$ cat src/hw/rtl/rmq_pkg.sv
// rmq_pkg: widths, branch codes and shared types for the rotation matrix to
// quaternion converter. No dependencies.
package rmq_pkg;

   localparam int FRAC_BITS = 14;
   localparam int DATA_W    = 16;
   // trace of three elements
   localparam int T_W       = DATA_W + 2;
   // radicand never exceeds 2^F + 3 * 2^(DATA_W-1) - 1
   localparam int RAD_W     = $clog2((1 << FRAC_BITS) + 3 * (1 << (DATA_W - 1)));
   localparam int RE_W      = RAD_W + 2;
   localparam int X_W       = RAD_W + FRAC_BITS + 2;
   localparam int XP_W      = X_W + (X_W % 2);
   localparam int SQ_W      = XP_W / 2;
   localparam int SR_W      = SQ_W + 1;
   localparam int MAG_W     = DATA_W + 1;
   localparam int NUM_W     = FRAC_BITS + DATA_W + 2;
   localparam int Q_W       = DATA_W;
   localparam int DR_W      = SQ_W + 1;
   localparam int LANES     = 4;
   localparam int BR_W      = 2;

   localparam int Q_POS_MAX = (1 << (DATA_W - 1)) - 1;
   localparam int Q_NEG_MAX = 1 << (DATA_W - 1);

   // lane order of the quaternion
   localparam int LANE_X = 0;
   localparam int LANE_Y = 1;
   localparam int LANE_Z = 2;
   localparam int LANE_W = 3;

   localparam logic [BR_W-1:0] BR_TRACE = 2'd0;
   localparam logic [BR_W-1:0] BR_X     = 2'd1;
   localparam logic [BR_W-1:0] BR_Y     = 2'd2;
   localparam logic [BR_W-1:0] BR_Z     = 2'd3;

   // per-lane numerator magnitude and sign, plus the branch
   typedef struct packed {
      logic [BR_W-1:0]              br;
      logic [LANES-1:0][MAG_W-1:0]  mag;
      logic [LANES-1:0]             neg;
   } side_type;

   typedef struct packed {
      logic [BR_W-1:0]             br;
      logic [LANES-1:0]            neg;
      logic [Q_W-1:0]              qmain;
      logic [LANES-1:0][Q_W-1:0]   q;
   } div_res_type;

endpackage

$ cat src/hw/rtl/rmq_front.sv
// rmq_front: trace, branch choice, radicand and off-diagonal numerators.
// Two register stages. Uses rmq_pkg.
module rmq_front (
   input  logic                               clock,
   input  logic                               reset,
   input  logic                               en,
   input  logic                               in_valid,
   input  logic signed [rmq_pkg::DATA_W-1:0]  m00,
   input  logic signed [rmq_pkg::DATA_W-1:0]  m01,
   input  logic signed [rmq_pkg::DATA_W-1:0]  m02,
   input  logic signed [rmq_pkg::DATA_W-1:0]  m10,
   input  logic signed [rmq_pkg::DATA_W-1:0]  m11,
   input  logic signed [rmq_pkg::DATA_W-1:0]  m12,
   input  logic signed [rmq_pkg::DATA_W-1:0]  m20,
   input  logic signed [rmq_pkg::DATA_W-1:0]  m21,
   input  logic signed [rmq_pkg::DATA_W-1:0]  m22,
   output logic                               out_valid,
   output logic [rmq_pkg::RAD_W-1:0]          out_rad,
   output rmq_pkg::side_type                  out_side
);
   import rmq_pkg::*;

   localparam int P_W1  = 0;  // m21 - m12
   localparam int P_W2  = 1;  // m02 - m20
   localparam int P_W3  = 2;  // m10 - m01
   localparam int P_S01 = 3;  // m01 + m10
   localparam int P_S02 = 4;  // m02 + m20
   localparam int P_S12 = 5;  // m12 + m21
   localparam int NPAIR = 6;

   localparam logic signed [RE_W-1:0] ONE = RE_W'(1 << FRAC_BITS);

   logic                      v1_ff;
   logic signed [T_W-1:0]     t_ff, t_in;
   logic signed [DATA_W-1:0]  d00_ff, d11_ff, d22_ff;
   logic signed [T_W-1:0]     pair_ff [NPAIR];
   logic signed [T_W-1:0]     pair_in [NPAIR];

   logic                      v2_ff;
   logic [RAD_W-1:0]          rad_ff, rad_in;
   side_type                  side_ff, side_in;

   logic [BR_W-1:0]           br;
   logic signed [DATA_W-1:0]  dsel;
   logic signed [RE_W-1:0]    rad_full;
   logic signed [T_W-1:0]     lane_d [LANES];

   always_comb begin
      t_in = T_W'(m00) + T_W'(m11) + T_W'(m22);
      pair_in[P_W1]  = T_W'(m21) - T_W'(m12);
      pair_in[P_W2]  = T_W'(m02) - T_W'(m20);
      pair_in[P_W3]  = T_W'(m10) - T_W'(m01);
      pair_in[P_S01] = T_W'(m01) + T_W'(m10);
      pair_in[P_S02] = T_W'(m02) + T_W'(m20);
      pair_in[P_S12] = T_W'(m12) + T_W'(m21);
   end

   always_comb begin
      if (t_ff > 0) begin
         br = BR_TRACE;
      end else if (d00_ff > d11_ff && d00_ff > d22_ff) begin
         br = BR_X;
      end else if (d11_ff > d22_ff) begin
         br = BR_Y;
      end else begin
         br = BR_Z;
      end

      dsel = d22_ff;
      for (int l = 0; l < LANES; l++) lane_d[l] = '0;
      unique case (br)
         BR_TRACE: begin
            lane_d[LANE_X] = pair_ff[P_W1];
            lane_d[LANE_Y] = pair_ff[P_W2];
            lane_d[LANE_Z] = pair_ff[P_W3];
         end
         BR_X: begin
            dsel = d00_ff;
            lane_d[LANE_W] = pair_ff[P_W1];
            lane_d[LANE_Y] = pair_ff[P_S01];
            lane_d[LANE_Z] = pair_ff[P_S02];
         end
         BR_Y: begin
            dsel = d11_ff;
            lane_d[LANE_W] = pair_ff[P_W2];
            lane_d[LANE_X] = pair_ff[P_S01];
            lane_d[LANE_Z] = pair_ff[P_S12];
         end
         default: begin
            lane_d[LANE_W] = pair_ff[P_W3];
            lane_d[LANE_X] = pair_ff[P_S02];
            lane_d[LANE_Y] = pair_ff[P_S12];
         end
      endcase

      if (br == BR_TRACE) begin
         rad_full = RE_W'(t_ff) + ONE;
      end else begin
         rad_full = ONE + (RE_W'(dsel) <<< 1) - RE_W'(t_ff);
      end
      rad_in = RAD_W'(rad_full);

      side_in.br = br;
      for (int l = 0; l < LANES; l++) begin
         side_in.neg[l] = lane_d[l][T_W-1];
         side_in.mag[l] = MAG_W'(lane_d[l][T_W-1] ? -lane_d[l] : lane_d[l]);
      end
   end

   always_ff @(posedge clock) begin
      if (reset) begin
         v1_ff <= 1'b0;
         v2_ff <= 1'b0;
      end else if (en) begin
         v1_ff <= in_valid;
         v2_ff <= v1_ff;
      end
   end

   always_ff @(posedge clock) begin
      if (en) begin
         t_ff    <= t_in;
         d00_ff  <= m00;
         d11_ff  <= m11;
         d22_ff  <= m22;
         pair_ff <= pair_in;
         rad_ff  <= rad_in;
         side_ff <= side_in;
      end
   end

   assign out_valid = v2_ff;
   assign out_rad   = rad_ff;
   assign out_side  = side_ff;

endmodule

$ cat config.mk
export PLATFORM = sky130hd
export DESIGN_NAME = rmq_front
export DESIGN_NICKNAME = d
export VERILOG_FILES = /design/src/hw/rtl/rmq_pkg.sv /design/src/hw/rtl/rmq_front.sv
export SDC_FILE = /design/constraint.sdc
export NUM_CORES = 1
export LEC_CHECK = 0
export BUFFER_PORTS_ARGS = -buffer_cell sky130_fd_sc_hd__buf_4
export CAP_MARGIN = 20
export CORE_UTILIZATION = 64
export CTS_CLUSTER_SIZE = 14
export DETAILED_ROUTE_END_ITERATION = 10
export PLACE_DENSITY = 0.9
export SYNTH_ARGS = -nofsm -noshare
export SYNTH_HDL_FRONTEND = slang
export SYNTH_SLANG_ARGS = --single-unit
$ cat constraint.sdc
create_clock -name clock -period 10.52 [get_ports clock]
set_clock_uncertainty 0.2 [all_clocks]
set_input_delay 0.526 -clock clock [delete_from_list [all_inputs] [get_ports clock]]
set_output_delay 0.526 -clock clock [all_outputs]
set_load 0.05 [all_outputs]
==> out/results.tsv <==
stage	metric	value	unit
clock_tree	cts_buffer_depth	3	
clock_tree	clk_pin_slew	0.07	ns
cells_and_area	finalNonFillerCells	2426	
clock_tree	clk_latency	0.55	ns
floorplan	ios	240	
global_route	grt-ovfl-total	0	
routing	final_antenna_net_count	0	
worst_setup_path	cp-end-kind	flip-flop	
timing	slew-limit-headroom	8.962	%
logic_synthesis	synth.distinct_cells	78	
clock_tree	cts_num_sinks	258	
cells_and_area	nets	2400	
routing	drt_pass1_iterations	8	
run_status	status	finished, final reports clean	
cells_and_area	fillers	1816	
timing	worst_slew_pin_slew	1.366	ns
power_and_ir_drop	peakVddDrop	0.1238	mV
placement	portBuffers	239	
logic_synthesis	yosysSeqAreaShare	41.86	%
logic_synthesis	ys_async_sr_fraction	0	%
placement	place_ws	4.076	ns
floorplan	num_rows	61	
logic_synthesis	syn_area	0.01846	mm²
cells_and_area	n_antenna_cell	0	
global_route	grt_pass1_vias	14810	
worst_setup_path	r2r_slack	3.91	ns
clock_tree	cts_root_buf	clkbuf_16	
routing	vias_per_cell	6.390	
global_route	grt_max_degree	103	
worst_setup_path	worstPathMaxFanout	61	
logic_synthesis	synth_flop_cell	edfxtp_1	
timing	min_period	6.608	ns
timing	maxSlewViolCount	0	
placement	placed_area	0.02048	mm²
cells_and_area	drive_gt1_share	15.58	%
clock_tree	htreeDepth	1	
logic_synthesis	syn_inst	1781	
clock_tree	tritoncts	built	
global_route	grt_pass1_wl	82320	µm
worst_setup_path	required	10.61	ns
timing	min_period_over_period	62.81	%
placement	dp.cells	2335	
timing	holdWs	0.01037	ns
logic_synthesis	synth-seq-cells	258	
placement	place_hpwl	42440	µm
clock_tree	post_cts_resized	0	
routing	drtIter0Drc	1700	
timing	hold_violations	0	
cells_and_area	finish.utilization	77.65	%
floorplan	core-area	0.02809	mm²
job	max_cap_viol_count	0	
routing	vias	15500	
hold_path	hold_path_class	input port to flip-flop	
global_route	gr-usage-all-layers	37.18	%
floorplan	initial_core_util	65.73	%
floorplan	fp.dieH	171.8	µm
worst_setup_path	path_class	flip-flop to flip-flop	
routing	drc	0	
global_route	antenna_found_initial	0	
placement	place.gp.congestion	0.9642	
worst_setup_path	startpoint_type	flip-flop	
timing	fmax	151.3	MHz
worst_setup_path	cp.arrival	6.70	ns
routing	wire_per_inst	22.74	µm
power_and_ir_drop	leakage	9.198	nW
timing	finalSetupTns	0	ns
clock_tree	numCtsBuffers	27	
timing	timing.final.ws_setup	3.912	ns
timing	rsz0062_at_grt	false	
cells_and_area	area_growth	18.14	%
routing	wl	55180	µm
logic_synthesis	syn_nets	2153	
cells_and_area	design_area	0.02181	mm²
timing	setup_viol	0	
logic_synthesis	syn_avg_cell_area	10.37	µm²
logic_synthesis	synth_enable_flop_cells	256	
power_and_ir_drop	power_density	271.5	mW/mm²
logic_synthesis	yosys_warnings	0	
floorplan	fp.dieArea	0.02953	mm²
power_and_ir_drop	power	5.922	mW
floorplan	die_x	171.8	µm
[layout by cell type (no fill, tap or decap), types with 23 or more instances in the layout]
cell type | netlist | routed
a221o_1 | 31 | 31
nor2_1 | 100 | 100
ha_1 | 200 | 196
o21ai_0 | 111 | 111
fa_1 | 24 | 24
buf_4 | 3 | 249
dlygate4sd3_1 | 0 | 42
a21oi_1 | 121 | 121
edfxtp_1 | 256 | 256
nand2_1 | 90 | 90
a221oi_1 | 26 | 26
xor2_1 | 49 | 49
nor2b_1 | 28 | 28
xnor2_1 | 106 | 106
clkbuf_16 | 0 | 27
nand2b_1 | 23 | 23
inv_1 | 188 | 188
[worst max-delay path, cell delays in order, from the launching register on]
cell       delay (ns)
edfxtp_1         0.44
ha_1             0.37
nand4_1          0.15
nor4_1           0.55
o21ai_0          0.29
o211ai_1         0.17
xnor2_1          0.16
o2111ai_1        0.22
a31oi_1          0.38
ha_2             0.35
buf_4            0.55
a221oi_1         0.17
a21oi_1          0.20
ha_1             0.26
ha_1             0.33
o21ai_0          0.14
o21ai_0          0.20
a31oi_1          0.42
o21ai_0          0.23
nor4b_1          0.32
nor3_1           0.10
xor2_1           0.15
[sequential cells by signal, indices dropped and copies added (netlist names)]
name,count
out_valid,1
out_side,74
out_rad,17
pair_ff,99
d11_ff,16
d00_ff,16
t_ff,18
v1_ff,1
d22_ff,16
[final timing paths]
kind	start	end	cells past startpoint
hold reg to reg	t_ff[0]$_DFFE_PP_	out_rad[0]$_DFFE_PP_	0
setup reg to reg	d00_ff[14]$_DFFE_PP_	out_rad[16]$_DFFE_PP_	21
hold / removal	m00[10]	d00_ff[10]$_DFFE_PP_	1
setup / recovery	d00_ff[14]$_DFFE_PP_	out_rad[16]$_DFFE_PP_	21
[routing by layer]
metal	global-route usage [%]	routed length, µm	vias to the layer above
met2	62.93	26350	854
met4	17.08	2703	0
li1	-	-	7032
met3	4.924	4511	152
met5	0	0	-
met1	47.40	21620	7464
[cell families (layout without fill, tap and decap cells)]
family	count (synthesis)	count (layout)	synth area share [%]
AND/OR/NAND/NOR	369	369	10.07
XOR/XNOR	155	155	7.354
buffers and inverters	264	531	5.754
AO/OA/AOI/OAI	500	500	18.20
flip-flops	258	258	41.86
multiplexers	11	11	0.6100
adder cells (fa/ha/maj)	224	224	16.16
[layout make-up]
cell class / instances / area (µm²) / area share [%]
inverter: 190 / 713.2 / 3.270
tap: 378 / 473.0 / 2.169
clock buffer: 32 / 694.4 / 3.184
multi-input combinational: 1259 / 9681 / 44.39
sequential: 258 / 7727 / 35.43
clock inverter: 17 / 216.5 / 0.9925
timing repair buffer: 292 / 2305 / 10.57
[synth_stat cells, types with 6 or more instances]
cell type	count	area [µm²]
a211oi_1	10	75.07
a21o_1	21	157.7
a21oi_1	121	605.6
a221o_1	31	310.3
a221oi_1	26	227.7
a222oi_1	16	160.2
a22oi_1	20	150.1
a31oi_1	21	131.4
a41oi_1	8	70.07
and3_1	8	50.05
buf_1	9	33.78
buf_2	9	45.04
clkbuf_1	47	176.4
edfxtp_1	256	7687
fa_1	24	480.5
ha_1	200	2502
inv_1	188	705.7
mux2i_1	9	90.09
nand2_1	90	337.8
nand2b_1	23	143.9
nand3_1	21	105.1
nand4_1	10	62.56
nor2_1	100	375.4
nor2b_1	28	175.2
nor3_1	22	110.1
nor3b_1	6	45.04
nor4_1	15	93.84
o211ai_1	9	67.56
o21a_1	16	120.1
o21ai_0	111	555.5
o21ai_1	12	60.06
o21bai_1	20	150.1
o41ai_1	10	87.58
or2_2	8	50.05
or3_1	9	56.30
xnor2_1	106	928.4
xor2_1	49	429.2
[timing repair]
action,in CTS,in global routing
hold buffers,42,0
endpoints found under the hold margin,43,0
buffers inserted,0,0
[power by group]
part           leakage (nW)  internal, mW  total (mW)  switching [mW]
Clock                 0.436         0.593        1.00           0.409
Combinational          6.22          1.11        3.19            2.08
Sequential             2.54          1.55        1.73           0.183
(Power assumes the default switching activity.)
