--- src/hw/rtl/rmq_pkg.sv ---
// rmq_pkg: widths, branch codes and shared types for the rotation matrix to
// quaternion converter. No dependencies.
package rmq_pkg;

   localparam int FRAC_BITS = 14;
   localparam int DATA_W    = 16;
   // trace of three elements
   localparam int T_W       = DATA_W + 2;
   // radicand never exceeds 2^F + 3 * 2^(DATA_W-1) - 1
   localparam int RAD_W     = $clog2((1 << FRAC_BITS) + 3 * (1 << (DATA_W - 1)));
   localparam int RE_W      = RAD_W + 2;
   localparam int X_W       = RAD_W + FRAC_BITS + 2;
   localparam int XP_W      = X_W + (X_W % 2);
   localparam int SQ_W      = XP_W / 2;
   localparam int SR_W      = SQ_W + 1;
   localparam int MAG_W     = DATA_W + 1;
   localparam int NUM_W     = FRAC_BITS + DATA_W + 2;
   localparam int Q_W       = DATA_W;
   localparam int DR_W      = SQ_W + 1;
   localparam int LANES     = 4;
   localparam int BR_W      = 2;

   localparam int Q_POS_MAX = (1 << (DATA_W - 1)) - 1;
   localparam int Q_NEG_MAX = 1 << (DATA_W - 1);

   // lane order of the quaternion
   localparam int LANE_X = 0;
   localparam int LANE_Y = 1;
   localparam int LANE_Z = 2;
   localparam int LANE_W = 3;

   localparam logic [BR_W-1:0] BR_TRACE = 2'd0;
   localparam logic [BR_W-1:0] BR_X     = 2'd1;
   localparam logic [BR_W-1:0] BR_Y     = 2'd2;
   localparam logic [BR_W-1:0] BR_Z     = 2'd3;

   // per-lane numerator magnitude and sign, plus the branch
   typedef struct packed {
      logic [BR_W-1:0]              br;
      logic [LANES-1:0][MAG_W-1:0]  mag;
      logic [LANES-1:0]             neg;
   } side_type;

   typedef struct packed {
      logic [BR_W-1:0]             br;
      logic [LANES-1:0]            neg;
      logic [Q_W-1:0]              qmain;
      logic [LANES-1:0][Q_W-1:0]   q;
   } div_res_type;

endpackage

--- src/hw/rtl/rmq_sqrt.sv ---
// rmq_sqrt: pipelined restoring integer square root, one root bit per stage.
// Carries the lane numerators alongside. Uses rmq_pkg.
module rmq_sqrt (
   input  logic                       clock,
   input  logic                       reset,
   input  logic                       en,
   input  logic                       in_valid,
   input  logic [rmq_pkg::RAD_W-1:0]  in_rad,
   input  rmq_pkg::side_type          in_side,
   output logic                       out_valid,
   output logic [rmq_pkg::SQ_W-1:0]   out_root,
   output rmq_pkg::side_type          out_side
);
   import rmq_pkg::*;

   logic [SQ_W-1:0]  v_ff;
   logic [XP_W-1:0]  x_ff    [SQ_W];
   logic [SQ_W-1:0]  root_ff [SQ_W];
   logic [SR_W-1:0]  rem_ff  [SQ_W];
   side_type         side_ff [SQ_W];

   logic [SQ_W-1:0]  v_prev;
   logic [XP_W-1:0]  x_prev    [SQ_W];
   logic [SQ_W-1:0]  root_prev [SQ_W];
   logic [SR_W-1:0]  rem_prev  [SQ_W];
   side_type         side_prev [SQ_W];

   always_comb begin
      v_prev[0]    = in_valid;
      x_prev[0]    = XP_W'(in_rad) << (FRAC_BITS + 2);
      root_prev[0] = '0;
      rem_prev[0]  = '0;
      side_prev[0] = in_side;
      for (int k = 1; k < SQ_W; k++) begin
         v_prev[k]    = v_ff[k-1];
         x_prev[k]    = x_ff[k-1];
         root_prev[k] = root_ff[k-1];
         rem_prev[k]  = rem_ff[k-1];
         side_prev[k] = side_ff[k-1];
      end
   end

   for (genvar k = 0; k < SQ_W; k++) begin : g_step
      logic [SR_W+1:0] rem_sh;
      logic [SR_W+1:0] trial;
      logic            fit;
      logic [SQ_W-1:0] root_in;
      logic [SR_W-1:0] rem_in;

      always_comb begin
         rem_sh  = {rem_prev[k], x_prev[k][XP_W-1 -: 2]};
         trial   = (SR_W + 2)'({root_prev[k], 2'b01});
         fit     = rem_sh >= trial;
         root_in = {root_prev[k][SQ_W-2:0], fit};
         rem_in  = fit ? SR_W'(rem_sh - trial) : SR_W'(rem_sh);
      end

      always_ff @(posedge clock) begin
         if (reset) begin
            v_ff[k] <= 1'b0;
         end else if (en) begin
            v_ff[k] <= v_prev[k];
         end
      end

      always_ff @(posedge clock) begin
         if (en) begin
            x_ff[k]    <= x_prev[k] << 2;
            root_ff[k] <= root_in;
            rem_ff[k]  <= rem_in;
            side_ff[k] <= side_prev[k];
         end
      end
   end

   assign out_valid = v_ff[SQ_W-1];
   assign out_root  = root_ff[SQ_W-1];
   assign out_side  = side_ff[SQ_W-1];

endmodule

--- config.mk ---
export PLATFORM = sky130hd
export DESIGN_NAME = rmq_sqrt
export DESIGN_NICKNAME = d
export VERILOG_FILES = /design/src/hw/rtl/rmq_pkg.sv /design/src/hw/rtl/rmq_sqrt.sv
export SDC_FILE = /design/constraint.sdc
export NUM_CORES = 1
export LEC_CHECK = 0
export BUFFER_PORTS_ARGS = -buffer_cell sky130_fd_sc_hd__clkbuf_2
export CAP_MARGIN = 20
export CORE_UTILIZATION = 59
export DETAILED_ROUTE_END_ITERATION = 7
export PLACE_DENSITY = 0.82
export SYNTH_ARGS = -nofsm -noshare
export SYNTH_HDL_FRONTEND = slang
export SYNTH_SLANG_ARGS = --single-unit
--- constraint.sdc ---
create_clock -name clock -period 3.2 [get_ports clock]
set_input_delay 0 -clock clock [delete_from_list [all_inputs] [get_ports clock]]
set_output_delay 0 -clock clock [all_outputs]
set_load 0.03 [all_outputs]
==> run metrics, run 1 <==
gp weighted congestion=0.887; final setup vio count=0; total track usage=0.176; r2r startpoint=rem_ff[0][216]$_SDFFCE_PP0P_; hold crit path type=input port to flop; Top FF cell, synth=edfxtp_1; clock skew=55.6 ps; gr ovfl total=0; Crit path required time=3700 ps; Worst VDD drop=~0.73 mV; crit end category=flop; #FFs+latches synth=1757; clock buffer count from CTS=167; chip width=around 330 µm; Layout Area Growth over Synthesis=15.4%; post-layout min period=3060 ps; fmax=327 MHz; Synthesized Nets=3685; final hold violations=0; DRT Wirelength=95300 µm; Setup CP Type=flop to flop; hold path endpoint=v_ff[2]$_SDFFE_PP0P_; cell area after synthesis=63900 µm²; Clock Sink Count=1757; Initial Util=0.596; initial antenna violation count=0; 1st-iter DRT viols=1965; final setup margin=139 ps; Max Buffers Root-to-Sink=3; vias per std cell=5.31; Static Leak=between 20 and 30 nW; crit path from=rem_ff[0][216]$_SDFFCE_PP0P_; fraction of registers with async set/reset=0; Yosys top cell by area=edfxtp_1; pre-CTS setup slack=around 150 ps; unique cell type count in the Yosys netlist=81; share of cells above drive strength 1=0.140; Area contributors post-synth=edfxtp_1 82%, ha_1 3.0%, xnor2_1 1.3%, xor2_1 1.1%, inv_1 1.1%; share of the synthesized area in the top cell type=0.818; clock-pin slew of the registers on the worst-case setup and hold paths=60 ps; worst slew pin tran=802 ps; fin nets=4171; Critical Path Source Type=flop; CTS root buffer=clkbuf_16; YS warnings=0; # IOs=187; sequential area share after synthesis=0.823; Buffers on Ports=186; EDFF count, synth=1740; dpl hpwl=52400 µm; flop-to-flop setup slack=between 100 and 150 ps; largest net degree at the start of global routing=150; CTS tree=built; period utilisation layout=0.957; First-pass DRT Iterations=5; Mapped Cells=3428; H-tree Lvls=4; total core area=107000 µm²; Final Max Slew Viols=0; Core Util, Final=0.688; die area=110000 µm²; Vias=29000; Total Neg Setup Slack=0 ps; Setup Fix Bufs, Post-CTS=0; Worst Path Max Fanout=18; Skew-Pair Late Insertion Delay=770 ps; Post-DRT Antenna Nets=0; mean area per synthesized cell=around 19 µm²; FF-to-FF End=rem_ff[0][237]$_DFFE_PP_; ANT cells=0; drt wl/cell=17.5 µm; max cap viols=0; wire length of the first global-routing pass=151000 µm; Die Y=331 µm; Hold Path Stages=3; Max transition margin=0.465; status=complete, no violations; reg2reg path depth=8; hold_sp=reset; Residual DRC=0; crit path DAT=3570 ps; unrepaired setup endpoints after global routing=no; power density over the cells=691 nW/µm²; Std-Cell Rows=120; post-cts sizing count=0; vias in the first global route=29700
## how the worst max path moves through the flow
stage / cells after the start / to / slack [ps]
after floorplan: 8 / rem_ff[0][219]$_DFFE_PP_ / 270
after global placement: 8 / rem_ff[0][236]$_DFFE_PP_ / 220
after detailed placement: 8 / rem_ff[0][240]$_DFFE_PP_ / 150
after CTS: 8 / rem_ff[0][240]$_DFFE_PP_ / 130
after global routing: 8 / rem_ff[0][214]$_DFFE_PP_ / 10
final: 8 / rem_ff[0][237]$_DFFE_PP_ / 140
## cells by family after synthesis
logic type,share of synthesized area
AO/OA/AOI/OAI,0.0418
XOR/XNOR,0.0245
adder cells (fa/ha/maj),0.0326
buffers and inverters,0.0224
flip-flops,0.823
multiplexers,0.0131
other,0.0000587
AND/OR/NAND/NOR,0.0423
## per-stage QoR
stage          power, mW  instances  area, µm²  hold slack (ps)
2_1_floorplan       30.7       3428      63900             98.9
3_3_place_gp        31.8       4960      66500              176
3_5_place_dp        32.0       4960      66500              179
4_1_cts             51.4       5452      73700              172
5_1_grt             52.9       5452      73700              227
6_report            51.0       5452      73700              236
## placed cells by master, fill, tap and decap left out, drive strengths merged, types with 23 or more instances in the layout
cell / netlist / layout
edfxtp: 1740 / 1740
dlygate4sd3: 0 / 188
o21ai: 105 / 105
a21o: 41 / 41
ha: 155 / 155
clkinv: 0 / 66
or3: 26 / 26
nand2: 117 / 117
buf: 83 / 54
nand3: 32 / 32
nor3: 55 / 55
xnor2: 96 / 96
a21oi: 138 / 138
nor2: 152 / 152
clkbuf: 27 / 395
mux2: 54 / 54
xor2: 82 / 82
nor4: 26 / 26
mux2i: 23 / 23
inv: 187 / 196
## Yosys cell counts (all sizes together), types with 15 or more instances
library cell	number
a211oi	19
or4	15
or3	26
mux2i	23
nor2	152
nand4	21
nand3	32
o21a	21
clkbuf	27
inv	187
nor3	55
nand2b	18
dfxtp	17
o21ai	105
nor4	26
nor2b	20
mux2	54
ha	155
a21oi	138
xnor2	96
nand2	117
xor2	82
edfxtp	1740
a21o	41
buf	83
## where the power goes
part | switching [mW] | internal, mW | leakage, nW
registers | 0.737 | 27.3 | 17.0
clock network | 8.31 | 10.8 | 2.59
logic | 2.12 | 1.62 | 7.22
total | 11.2 | 39.8 | 26.8
## area by class of cell
| cell class | instances | area (µm²) |
|---|---|---|
| Fill cell | 6607 | 33500 |
| Inverter | 187 | 702 |
| Clock buffer | 210 | 4370 |
| Tap cell | 1403 | 1760 |
| Multi-Input combinational cell | 1374 | 9860 |
| Timing Repair Buffer | 427 | 3460 |
| Clock inverter | 94 | 993 |
| Sequential cell | 1757 | 52600 |
## critical path: stages, from the launching register on
cell and delay [ps]:
edfxtp_1 470, ha_1 280, fa_1 410, a21oi_1 190, o221ai_1 260, a311oi_2 430
o311ai_2 240, buf_12 240, mux2_2 270
## state kept, by name (all words and copies together) (netlist names)
name       flops
x_ff          72
v_ff          16
out_valid      1
side_ff     1258
rem_ff       257
root_ff      153
## layer usage
layer  global-route usage  up-vias  wire length (µm)
met4               0.0772        0              3360
met1                0.200    14100             37000
met5                    0        -                 0
li1                     -    14000                 -
met3               0.0344      217              3680
met2                0.320      612             51200
## repair_timing
item                       in CTS  in global routing
hold endpoints to repair      364                  0
hold buffers                  188                  0
setup endpoints to repair       0                  0
No activity file was read; power rests on OpenSTA's default activity.
==> run 2: changes to the inputs <==
--- a/config.mk
+++ b/config.mk
@@ -9,6 +9,7 @@
 export CAP_MARGIN = 20
 export CORE_UTILIZATION = 59
 export DETAILED_ROUTE_END_ITERATION = 7
+export MAX_ROUTING_LAYER = met4
 export PLACE_DENSITY = 0.82
 export SYNTH_ARGS = -nofsm -noshare
 export SYNTH_HDL_FRONTEND = slang
==> run metrics, run 2 (synthesized netlist as in run 1, its figures left out) <==
clock-pin slew of the registers on the worst-case setup and hold paths=60 ps (about the same); status=complete, no violations; Hold Path Stages=3 (unchanged); GR Util met2=0.326 (+0.00554); largest net degree at the start of global routing=144 (-4.0%); post-layout min period=3000 ps (-64.0 ps); CTS tree=built; Setup CP Type=flop to flop; Vias=29000 (+0.23%); Critical Path Source Type=flop; Std-Cell Rows=120 (unchanged); crit path DAT=3500 ps (-70 ps); max reg flops=1258 (unchanged); unrepaired setup endpoints after global routing=no; met3 Use GR=0.0345 (+0.000119); Worst VDD drop=0.661 mV (-9.7%); Worst Path Max Fanout=24 (+6); most frequent cells in the layout=1740 x edfxtp_1, 188 x dlygate4sd3_1, 185 x inv_1, 185 x clkbuf_2, 168 x clkbuf_16; layer with the highest usage=met2; period utilisation layout=0.937 (-0.0200); Max transition margin=0.459 (-0.00675); H-tree Lvls=4 (unchanged); Skew-Pair Late Insertion Delay=760 ps (about the same); Buffers on Ports=186 (unchanged); Regs by FF count=side_ff: 1258 flops, rem_ff: 257 flops, root_ff: 153 flops; final setup vio count=0 (unchanged); power density over the cells=692 nW/µm² (+0.18%); ANT cells=0 (unchanged); crit end category=flop; # IOs=187 (unchanged); fin nets=4173 (+0.048%); Total Neg Setup Slack=0 ps (unchanged); FF-to-FF End=rem_ff[0][227]$_DFFE_PP_; placed insts=4961 (+0.020%); drt wl/cell=17.6 µm (+0.88%); initial antenna violation count=0 (unchanged); worst slew pin tran=812 ps (+10.1 ps); hold path endpoint=v_ff[3]$_SDFFE_PP0P_; flop-to-flop setup slack=200 ps (+60 ps); dpl hpwl=52600 µm (+0.46%); vias per std cell=5.32 (+0.19%); clock skew=55.5 ps (-0.139 ps); Initial Util=0.596 (unchanged); Post-DRT Antenna Nets=0 (unchanged); Layout Area Growth over Synthesis=15.5% (about the same); leading cell type in the layout, fill and taps excluded=edfxtp_1; Final Max Slew Viols=0 (unchanged); Die Y=331 µm (unchanged); hold_sp=reset; pre-CTS setup slack=186 ps (+40.4 ps); Max Buffers Root-to-Sink=3 (unchanged); Static Leak=26.8 nW (about the same); 1st-iter DRT viols=1808 (-8.0%); r2r startpoint=rem_ff[0][198]$_SDFFCE_PP0P_; vias in the first global route=29700 (+0.24%); total power=51.1 mW (+0.21%); Non-Filler Instances=5454 (+0.037%); final setup margin=203 ps (+64.0 ps); clock buffer count from CTS=168 (+0.60%); CTS root buffer=clkbuf_16; wire length of the first global-routing pass=151000 µm (+0.27%); total track usage=0.182 (+0.00573); die area=110000 µm² (unchanged); DRT Wirelength=96100 µm (+0.91%); grt met1 use=0.202 (+0.00109); Crit path required time=3700 ps (about the same); final hold violations=0 (unchanged); Filler cells=6659 (+0.79%); total core area=107000 µm² (unchanged); Clock Sink Count=1757 (unchanged); gr ovfl total=0 (unchanged); gp weighted congestion=0.885 (-0.26%); hold crit path type=input port to flop; Setup Fix Bufs, Post-CTS=0 (unchanged); First-pass DRT Iterations=5 (unchanged); chip width=331 µm (unchanged); Biggest register=side_ff; reg2reg path depth=9 (+1); Residual DRC=0 (unchanged); fmax=334 MHz (+2.1%); max cap viols=0 (unchanged); share of cells above drive strength 1=0.141 (+0.00117)
## run 2: cell types whose count changed in the layout (fill, tap and decap cells not counted)
cell,previous run,this run
clkbuf_1,40,34
clkinv_16,4,5
clkinv_8,5,2
clkinv_1,33,36
clkinv_4,0,3
clkbuf_16,167,168
clkbuf_8,3,0
inv_6,6,8
clkinvlp_4,6,9
buf_4,34,35
## run 2: worst max-delay path by stage
stage / startpoint / cells after the start / slack, ps / end
6_report: rem_ff[0][198]$_SDFFCE_PP0P_ / 9 / 200 / rem_ff[0][227]$_DFFE_PP_
5_1_grt: rem_ff[0][198]$_SDFFCE_PP0P_ / 9 / 30 / rem_ff[0][227]$_DFFE_PP_
4_1_cts: rem_ff[0][198]$_SDFFCE_PP0P_ / 9 / 180 / rem_ff[0][227]$_DFFE_PP_
3_5_place_dp: rem_ff[0][198]$_SDFFCE_PP0P_ / 9 / 190 / rem_ff[0][227]$_DFFE_PP_
3_3_place_gp: rem_ff[0][180]$_SDFFCE_PP0P_ / 8 / 270 / rem_ff[0][214]$_DFFE_PP_
2_1_floorplan: rem_ff[0][198]$_SDFFCE_PP0P_ / 8 / 270 / rem_ff[0][219]$_DFFE_PP_
## run 2: final cells by class
| cell class | instances | area (µm²) | share of cell area |
|---|---|---|---|
| Timing Repair Buffer | 428 | 3470 | 0.0471 |
| Clock buffer | 202 | 4330 | 0.0587 |
| Multi-Input combinational cell | 1374 | 9860 | 0.134 |
| Inverter | 187 | 702 | 0.00952 |
| Clock inverter | 103 | 1050 | 0.0143 |
| Tap cell | 1403 | 1760 | 0.0238 |
| Sequential cell | 1757 | 52600 | 0.713 |
## run 2: where the power goes
part / leakage [nW] / internal (mW) / total [mW] / switching, mW
Combinational: 7.22 / 1.62 / 3.77 / 2.14
Clock: 2.59 / 10.8 / 19.2 / 8.41
Sequential: 17.0 / 27.3 / 28.1 / 0.742
## run 2: repair_timing
| item | 4_1_cts | 5_1_grt |
|---|---|---|
| endpoints found under the hold margin | 366 | 0 |
| resized for setup | 0 | 0 |
| hold buffers | 188 | 0 |
## run 2: layer usage
metal  vias up  share of wire  wire (µm)
met5         -              0          0
met4         0          0.027       2600
met3       205          0.034       3290
met2       557           0.54      52000
met1     14200           0.40      38300
li1      14000              -          -
## run 2: critical path, stage by stage, from the launching register on
cell      delay (ps)
edfxtp_1         470
ha_1             280
fa_1             430
a211o_1          280
o211ai_1         140
a21oi_1          200
a311oi_2         370
buf_12           200
inv_1             90
mux2_2           290
## run 2: metrics by stage
stage | instance area [µm²] | utilization | hold slack, ps
2_1_floorplan | 63900 | - | 98.9
3_3_place_gp | 66500 | 0.620 | 176
3_5_place_dp | 66500 | 0.620 | 179
4_1_cts | 73800 | 0.688 | 207
5_1_grt | 73800 | 0.688 | 297
6_report | 73800 | 0.688 | 283
==> run 3: changes to the inputs <==
--- a/config.mk
+++ b/config.mk
@@ -10,7 +10,7 @@
 export CORE_UTILIZATION = 59
 export DETAILED_ROUTE_END_ITERATION = 7
 export MAX_ROUTING_LAYER = met4
-export PLACE_DENSITY = 0.82
+export PLACE_DENSITY = 0.74
 export SYNTH_ARGS = -nofsm -noshare
 export SYNTH_HDL_FRONTEND = slang
 export SYNTH_SLANG_ARGS = --single-unit
==> constraint.sdc (replaced) <==
create_clock -name clock -period 3.05 [get_ports clock]
set_input_delay 0 -clock clock [delete_from_list [all_inputs] [get_ports clock]]
set_output_delay 0 -clock clock [all_outputs]
set_load 0.03 [all_outputs]
==> run metrics, run 3 (synthesized netlist as in run 1, its figures left out) <==
status=complete, no violations; 1st-iter DRT viols=1783 (-1.4%); Vias=28700 (-1.1%); CTS root buffer=clkbuf_16; Biggest register=side_ff; gr ovfl total=0 (unchanged); Critical Path Source Type=flop; Worst Path Max Fanout=4 (-83%); slowest cell on the critical path=a2111oi_1; post-layout min period=2920 ps (-80.3 ps); Max transition margin=0.478 (+0.0191); final hold violations=0 (unchanged); Final Max Slew Viols=0 (unchanged); wire length of the first global-routing pass=144000 µm (-4.6%); gp weighted congestion=0.861 (-2.7%); H-tree Lvls=4 (unchanged); power density over the cells=729 nW/µm² (+5.3%); Setup CP Type=flop to flop; Clk pwr share=0.382 (+0.006); clock buffer count from CTS=167 (-0.60%); drt wl/cell=16.7 µm (-5.0%); Reg power frac=0.545 (-0.005); Filler cells=6661 (+0.030%); clock-pin slew of the registers on the worst-case setup and hold paths=60 ps (about the same); sw frac=0.216 (-0.00468); Max Buffers Root-to-Sink=3 (unchanged); share of cells above drive strength 1=0.142 (+0.00148); fmax=343 MHz (+2.8%); dpl hpwl=50200 µm (-4.5%); total track usage=0.173 (-0.00894); CP top delay family=compound AO/OA/AOI/OAI gates; Logic pwr share=0.073 (about the same); Regs by FF count=side_ff: 1258 flops, rem_ff: 257 flops, root_ff: 153 flops; Layout Area Growth over Synthesis=15.9%; crit end category=flop; Total Neg Setup Slack=0 ps (unchanged); Int Pwr=42.3 mW (+6.4%); # IOs=187 (unchanged); final setup margin=133 ps (-69.7 ps); pre-CTS setup slack=137 ps (-49.1 ps); DRT Wirelength=91400 µm (-4.9%); CTS tree=built; final setup vio count=0 (unchanged); initial antenna violation count=0 (unchanged); Std-Cell Rows=120 (unchanged); max reg flops=1258 (unchanged); Worst VDD drop=0.640 mV (-3.2%); Clock Sink Count=1757 (unchanged); Skew-Pair Late Insertion Delay=760 ps (about the same); period utilisation layout=0.956 (+0.0197); vias per std cell=5.26 (-1.2%); ordered list of cells on the worst path=ha_1, and3_1, a2111oi_1, a21oi_1, a311oi_1, o21ai_0, mux2i_1; chip width=331 µm (unchanged); fin nets=4179 (+0.14%); worst slew pin tran=783 ps (-28.6 ps); Initial Util=0.596 (unchanged); crit path DAT=3390 ps (-110 ps); vias in the first global route=28800 (-3.1%); unrepaired setup endpoints after global routing=no; Crit path required time=3520 ps (-180 ps); Buffers & Inverters on Critical Path=0 (-2); Post-DRT Antenna Nets=0 (unchanged); Die Y=331 µm (unchanged); Static Leak=26.9 nW (+0.50%); max cap viols=0 (unchanged); leading cell type in the layout, fill and taps excluded=edfxtp_1; hold crit path type=input port to flop; P_sw=11.7 mW (+3.5%); largest net degree at the start of global routing=124 (-14%); Buffers on Ports=186 (unchanged); clock skew=41.0 ps (-14.4 ps); First-pass DRT Iterations=5 (unchanged); most frequent cells in the layout=1740 x edfxtp_1, 188 x dlygate4sd3_1, 185 x inv_1, 185 x clkbuf_2, 169 x clkbuf_16; die area=110000 µm² (unchanged); worst stage delay on the critical path=620 ps (+150 ps); total core area=107000 µm² (unchanged); ANT cells=0 (unchanged); Residual DRC=0 (unchanged)
[run 3: final timing paths]
path	from	endpoint	slack (ps)	cells past startpoint
max	rem_ff[0][218]$_DFFE_PP_	rem_ff[0][251]$_DFFE_PP_	130	7
min	reset	v_ff[14]$_SDFFE_PP0P_	240	3
max reg2reg	rem_ff[0][218]$_DFFE_PP_	rem_ff[0][251]$_DFFE_PP_	130	7
min reg2reg	side_ff[0][347]$_DFFE_PP_	side_ff[0][421]$_DFFE_PP_	390	0
[run 3: area by class of cell]
cell class | count | area [µm²] | area share
sequential | 1757 | 52600 | 0.710
multi-input combinational | 1374 | 9860 | 0.133
clock buffer | 212 | 4430 | 0.0598
timing repair buffer | 435 | 3570 | 0.0483
tap | 1403 | 1760 | 0.0237
clock inverter | 93 | 1120 | 0.0152
inverter | 187 | 702 | 0.00948
[run 3: worst register-to-register path, delay by kind of cell (launching register included)]
kind	cells	cell delay, ps
and+or+nand+nor	1	210
adders and majority gates	1	380
muxes	1	160
AOI/OAI and AO/OA	4	1530
DFF	1	400
[run 3: power by group through the flow]
stage	sequential [mW]	clock (mW)	combinational, mW
final	29.4	20.6	3.94
after global routing	29.6	22.1	4.37
after CTS	29.4	21.1	3.93
after detailed placement	29.9	0	3.71
after global placement	29.8	0	3.60
after floorplan	29.6	0	2.58
[run 3: per-layer routing]
metal	GRT usage	wire (µm)	part of all wire
met1	0.193	37000	0.40
met2	0.305	48100	0.53
met3	0.0320	3620	0.040
met4	0.0676	2670	0.029
met5	-	0	0
[run 3: metrics by stage]
stage	hold WS [ps]	cell area, µm²	std cells	total power [mW]	util
finish	236	74000	5461	54.0	0.691
global route	241	74000	5461	56.1	0.691
CTS	151	74000	5460	54.5	0.691
detailed placement	179	66600	4967	33.6	0.621
global placement	177	66600	4967	33.4	0.621
floorplan	98.9	63900	3428	32.2	-
[run 3: repair_timing]
item | CTS | global route
gates resized for setup | 0 | 1
hold endpoints to repair | 370 | 0
setup buffers | 0 | 1
hold buffers | 188 | 0
setup endpoints to repair | 0 | 6
